--- src/rtl/core/pcmmix_pkg.sv ---
// Shared constants, command codes, controller state type and the
// controller/datapath handshake structs of the PCM channel mixer.
// No dependencies.
package pcmmix_pkg;

  // Sizing
  localparam int CHANNELS    = 8;
  localparam int MAX_CHUNK   = 64;
  localparam int STORE_DEPTH = 65536;   // power of two, addresses wrap

  localparam int SAMPLE_W = 16;
  localparam int GAIN_W   = 7;
  localparam int FIELD_W  = 16;         // base, length, position, address
  localparam int MASK_W   = 8;
  localparam int CHAN_W   = 3;          // width of the channel field
  localparam int OP_W     = 3;
  localparam int COUNT_W  = 7;          // width of the sample_count field

  localparam int ADDR_W = $clog2(STORE_DEPTH);
  localparam int CH_W   = (CHANNELS > 1) ? $clog2(CHANNELS) : 1;
  localparam int CNT_W  = $clog2(MAX_CHUNK + 1);
  localparam int PROD_W = SAMPLE_W + GAIN_W + 1;
  localparam int ACC_W  = SAMPLE_W + CH_W + 1;

  localparam logic signed [ACC_W-1:0] MIX_MAX = ACC_W'(32767);
  localparam logic signed [ACC_W-1:0] MIX_MIN = ACC_W'(-32767);

  // Command codes
  localparam logic [OP_W-1:0] CMD_START  = 3'd0;
  localparam logic [OP_W-1:0] CMD_STOP   = 3'd1;
  localparam logic [OP_W-1:0] CMD_VOLUME = 3'd2;
  localparam logic [OP_W-1:0] CMD_WRITE  = 3'd3;
  localparam logic [OP_W-1:0] CMD_FILL   = 3'd4;
  localparam logic [OP_W-1:0] CMD_QUERY  = 3'd5;

  typedef enum logic [3:0] {
    ST_IDLE,
    ST_DECODE,
    ST_EXEC,
    ST_STATUS,
    ST_PREP,
    ST_RUN,
    ST_DRAIN1,
    ST_DRAIN2,
    ST_OUT,
    ST_FINISH
  } state_t;

  // Controller to datapath
  typedef struct packed {
    logic             latch;      // capture the incoming item
    logic             exec;       // apply a non-fill command
    logic             prep;       // snapshot voices, settle end-of-fill flags
    logic             issue;      // read one channel's sample
    logic             finish;     // advance voice positions
    logic             load_out;   // load the result register
    logic             out_fill;   // result carries the mixed sample
    logic             out_last;
    logic [CH_W-1:0]  chan_idx;
    logic [CNT_W-1:0] sample_idx;
  } ctl_t;

  // Datapath to controller
  typedef struct packed {
    logic [OP_W-1:0]  op;
    logic [CNT_W-1:0] cnt;
    logic             out_free;
  } stat_t;

endpackage

--- src/rtl/core/pcmmix_ctrl.sv ---
// Sequencer of the PCM channel mixer: command decode, channel and sample
// counters, result pacing. Depends on pcmmix_pkg.
module pcmmix_ctrl (
  input  logic                clk,
  input  logic                rst,
  input  logic                in_valid,
  output logic                in_ready,
  input  pcmmix_pkg::stat_t   stat,
  output pcmmix_pkg::ctl_t    ctl
);

  localparam logic [pcmmix_pkg::CH_W-1:0] CH_LAST =
    pcmmix_pkg::CH_W'(pcmmix_pkg::CHANNELS - 1);

  pcmmix_pkg::state_t state, state_next;
  logic [pcmmix_pkg::CH_W-1:0]  c_idx, c_idx_next;
  logic [pcmmix_pkg::CNT_W-1:0] j_idx, j_idx_next;
  logic                         j_last;

  assign j_last = (j_idx == pcmmix_pkg::CNT_W'(stat.cnt - pcmmix_pkg::CNT_W'(1)));

  // Next state
  always_comb begin
    state_next = state;
    unique case (state)
      pcmmix_pkg::ST_IDLE:   if (in_valid) state_next = pcmmix_pkg::ST_DECODE;
      pcmmix_pkg::ST_DECODE: begin
        if (stat.op == pcmmix_pkg::CMD_FILL) state_next = pcmmix_pkg::ST_PREP;
        else                                 state_next = pcmmix_pkg::ST_EXEC;
      end
      pcmmix_pkg::ST_EXEC:   state_next = pcmmix_pkg::ST_STATUS;
      pcmmix_pkg::ST_STATUS: if (stat.out_free) state_next = pcmmix_pkg::ST_IDLE;
      pcmmix_pkg::ST_PREP: begin
        if (stat.cnt == '0) state_next = pcmmix_pkg::ST_FINISH;
        else                state_next = pcmmix_pkg::ST_RUN;
      end
      pcmmix_pkg::ST_RUN:    if (c_idx == CH_LAST) state_next = pcmmix_pkg::ST_DRAIN1;
      pcmmix_pkg::ST_DRAIN1: state_next = pcmmix_pkg::ST_DRAIN2;
      pcmmix_pkg::ST_DRAIN2: state_next = pcmmix_pkg::ST_OUT;
      pcmmix_pkg::ST_OUT: begin
        if (stat.out_free) begin
          if (j_last) state_next = pcmmix_pkg::ST_FINISH;
          else        state_next = pcmmix_pkg::ST_RUN;
        end
      end
      pcmmix_pkg::ST_FINISH: state_next = pcmmix_pkg::ST_IDLE;
      default:               state_next = pcmmix_pkg::ST_IDLE;
    endcase
  end

  // Counters: channel steps every RUN cycle, sample steps per delivered item
  always_comb begin
    c_idx_next = c_idx;
    j_idx_next = j_idx;
    if (state == pcmmix_pkg::ST_PREP) begin
      c_idx_next = '0;
      j_idx_next = '0;
    end else if (state == pcmmix_pkg::ST_RUN) begin
      c_idx_next = (c_idx == CH_LAST) ? '0 : pcmmix_pkg::CH_W'(c_idx + 1'b1);
    end else if (state == pcmmix_pkg::ST_OUT && stat.out_free && !j_last) begin
      j_idx_next = pcmmix_pkg::CNT_W'(j_idx + 1'b1);
    end
  end

  always_ff @(posedge clk) begin
    if (rst) begin
      state <= pcmmix_pkg::ST_IDLE;
      c_idx <= '0;
      j_idx <= '0;
    end else begin
      state <= state_next;
      c_idx <= c_idx_next;
      j_idx <= j_idx_next;
    end
  end

  // Outputs
  always_comb begin
    in_ready       = (state == pcmmix_pkg::ST_IDLE);
    ctl            = '0;
    ctl.chan_idx   = c_idx;
    ctl.sample_idx = j_idx;
    ctl.latch      = (state == pcmmix_pkg::ST_IDLE) && in_valid;
    ctl.exec       = (state == pcmmix_pkg::ST_EXEC);
    ctl.prep       = (state == pcmmix_pkg::ST_PREP);
    ctl.issue      = (state == pcmmix_pkg::ST_RUN);
    ctl.finish     = (state == pcmmix_pkg::ST_FINISH);
    ctl.load_out   = ((state == pcmmix_pkg::ST_STATUS) || (state == pcmmix_pkg::ST_OUT))
                     && stat.out_free;
    ctl.out_fill   = (state == pcmmix_pkg::ST_OUT);
    ctl.out_last   = (state == pcmmix_pkg::ST_STATUS) || j_last;
  end

endmodule

--- config.mk ---
export PLATFORM = sky130hd
export DESIGN_NAME = pcmmix_ctrl
export DESIGN_NICKNAME = d
export VERILOG_FILES = /design/src/rtl/core/pcmmix_pkg.sv /design/src/rtl/core/pcmmix_ctrl.sv
export SDC_FILE = /design/constraint.sdc
export NUM_CORES = 1
export LEC_CHECK = 0
export ABC_AREA = 1
export BUFFER_PORTS_ARGS = -buffer_cell sky130_fd_sc_hd__clkbuf_2
export CORE_MARGIN = 2
export CORE_UTILIZATION = 55
export DETAILED_ROUTE_END_ITERATION = 16
export PLACE_DENSITY = 0.88
export SETUP_SLACK_MARGIN = 0.4
export SLEW_MARGIN = 20
export SYNTH_ARGS = -nofsm -noshare
export SYNTH_HDL_FRONTEND = slang
export SYNTH_SLANG_ARGS = --single-unit
export TNS_END_PERCENT = 100
--- constraint.sdc ---
create_clock -name clk -period 2.35 [get_ports clk]
set_input_delay 0.47 -clock clk [delete_from_list [all_inputs] [get_ports clk]]
set_output_delay 0.47 -clock clk [all_outputs]
set_load 0.03 [all_outputs]
==> out/results.ini <==
[run_status]
status=completed

[timing]
worstMarginPinSlew_ns=0.258
maxSlewHeadroom=0.826
rsz0062_at_grt=true
post-route-min-period_ns=1.97
setup_viol=0
fmaxAchievable_mhz=506
fin_skew_ns=0.00102
finalSetupTns_ns=0
hold_viol_final=0
slew_viol_final=0
min_period_over_period=0.840

[final_layout]
finish.utilization=0.779
drive_above_1_share=0.369
layout_commonest_cell=nand2_1
finalInstanceArea_um2=1530
final_cell_mix=42 x nand2_1, 28 x clkbuf_2, 22 x inv_1
area_growth_pct=32.7
antenna_cells=0
fin_nets=242
n_fill_cell=153
seqCellArea_um2=285
multi_input_area_um2=833
final_cells=249

[yosys]
synth_area_um2=1150
yosysTopAreaCell=dfxtp_1
netlist_top_cells_area=dfxtp_1 24%, nand2_1 16%, inv_1 8.5%
avgSynthCellArea_um2=6.26
ys_seq_area_frac=0.243
synthCells=184
async_flop_share=0
synthDistinctLibCells=26
ys.flop_type=dfxtp_1
synth_edf_count=0
ys_warn_count=0
syn_nets=203
synth_top_area_share=0.243
ys_seq_elements=14

[critical_path]
cp.arrival_ns=1.50
crit_path_cell_trace=buf_8 > inv_4 > ha_4 > inv_4 > nand2_2 > nand3_2 > nand2_1 > inv_1 > nand3_2 > nor2_4 > nand2_4 > nand2_4 > buf_8
cp-start-kind=input port
crit_buf_inv=5
path_class=in2out
endpoint=ctl[10]
r2r-start=state[0]
required_ns=1.88
crit_slowest_cell=ha_4
critPathMaxStageDelay_ns=0.18
critPathTopFamily=simple AND/OR/NAND/NOR gates
cp_num_cells=13
cp-end-kind=primary output
cp_max_fo=4
reg2reg_slack_ns=0.81
r2r_end=state[1]
crit_start=stat[2]
r2r_cells=9

[clocking]
cts_tree=built
cts_root_buffer=clkbuf_4
clkTransAtPathRegs_ns=0.08
clkSinkCount=14
numCtsBuffers=3
clkLatencyLatePin_ns=0.27
ctsHoldBuffers=0
clk_path_buf_depth=2
htree_levels=1

[drt]
wl_per_cell_um=11.5
drc=0
viasPerCell=5.09
drt_iter0_markers=18
wl_um=2850
detail-route-antenna-nets=0
first_pass_iters=4
vias=1268

[worst_hold_path]
hold_path.class=in2reg
hold_depth=2

[die]
die_height_um=49.8
coreArea_um2=1960
start_util=0.587
die_area_um2=2480
chipWidth_um=49.8
io_pins=33
rows=16

[global_route]
grt_max_degree=9
grt_use_total=0.234
antenna_found_initial=0
grt_pass1_vias=1111
grt_pass1_wl_um=4590
overflow=0

[power]
leakagePower_nw=0.783
powerDensity_nw_per_um2=408
ir_drop_v=0.000407
p_total_mw=0.624

[job]
cap_violations=0

[place]
gp_congestion=0.871
placed_cells=243
dp_hpwl_um=2130
placed_cell_area_um2=1360
port_buffers=32

-- stage by stage --
step                      worst slack, ns  hold WS (ns)
after global routing                0.324         0.418
after CTS                           0.324         0.397
after floorplan                     0.407         0.523
after detailed placement            0.133         0.485
after global placement              0.181         0.476
final                               0.375         0.402
-- layout make-up --
| type | instances | area share |
|---|---|---|
| Clock buffer | 4 | 0.0238 |
| Timing Repair Buffer | 35 | 0.139 |
| Tap cell | 27 | 0.0221 |
| Sequential cell | 14 | 0.187 |
| Multi-Input combinational cell | 138 | 0.545 |
| Inverter | 31 | 0.0827 |
-- per-layer routing --
| metal | vias up | GRT usage | wire length, um |
|---|---|---|---|
| met5 | - | 0 | 0 |
| met1 | 584 | 0.303 | 1290 |
| met4 | 0 | 0.0833 | 15 |
| met2 | 26 | 0.411 | 1460 |
| li1 | 656 | - | - |
| met3 | 2 | 0.00909 | 89 |
-- sequential cells by signal, summed over array words and instances, names as in the netlist --
name	count
c_idx	3
state	4
j_idx	7
-- where the power goes --
| part | switching, mW | internal [mW] | total, mW | leakage [nW] |
|---|---|---|---|---|
| Clock | 0.0744 | 0.0941 | 0.169 | 0.0210 |
| Sequential | 0.0129 | 0.245 | 0.258 | 0.115 |
| Combinational | 0.127 | 0.0701 | 0.197 | 0.647 |
| Total | 0.215 | 0.409 | 0.624 | 0.783 |
-- cell families (layout without fill, tap and decap cells) --
family / count (synthesis) / count (layout) / share of synthesized area
buf+inv: 32 / 70 / 0.108
flops: 14 / 14 / 0.243
xor+xnor: 9 / 9 / 0.0685
compound gates: 23 / 23 / 0.105
fa+ha+maj: 5 / 5 / 0.0543
simple gates: 101 / 101 / 0.421
-- worst reg2reg max path, cell delays in order, from the launching register on --
cell and delay, ns:
dfxtp_2 0.39, inv_2 0.06, nor2_1 0.12, nand2_1 0.16, nor2_1 0.22, inv_1 0.10
nand3_1 0.12, inv_1 0.08, o21ai_0 0.09, a21oi_1 0.09
-- cell usage after synthesis, types with 5 or more instances --
cell / number
o21ai_0: 6
nand2_2: 5
a21oi_1: 12
inv_1: 26
nand3_1: 13
nand2_1: 49
nor2_1: 19
ha_1: 5
xor2_1: 7
dfxtp_1: 14
-- worst min-delay path by stage --
| stage | from | end | slack (ns) |
|---|---|---|---|
| after detailed placement | c_idx[1] | c_idx[1] | 0.49 |
| after global routing | rst | state[3] | 0.42 |
| after floorplan | state[1] | state[1] | 0.52 |
| after CTS | rst | state[3] | 0.40 |
| after global placement | c_idx[2] | c_idx[2] | 0.48 |
| final | rst | state[3] | 0.40 |
-- repair_timing --
action | in CTS | in global routing
pin swaps | 5 | 9
setup buffers | 2 | 0
resized for setup | 12 | 27
endpoints found under the hold margin | 0 | 0
endpoints found under the setup margin | 1 | 5
No activity file was read; power rests on OpenSTA's default activity.
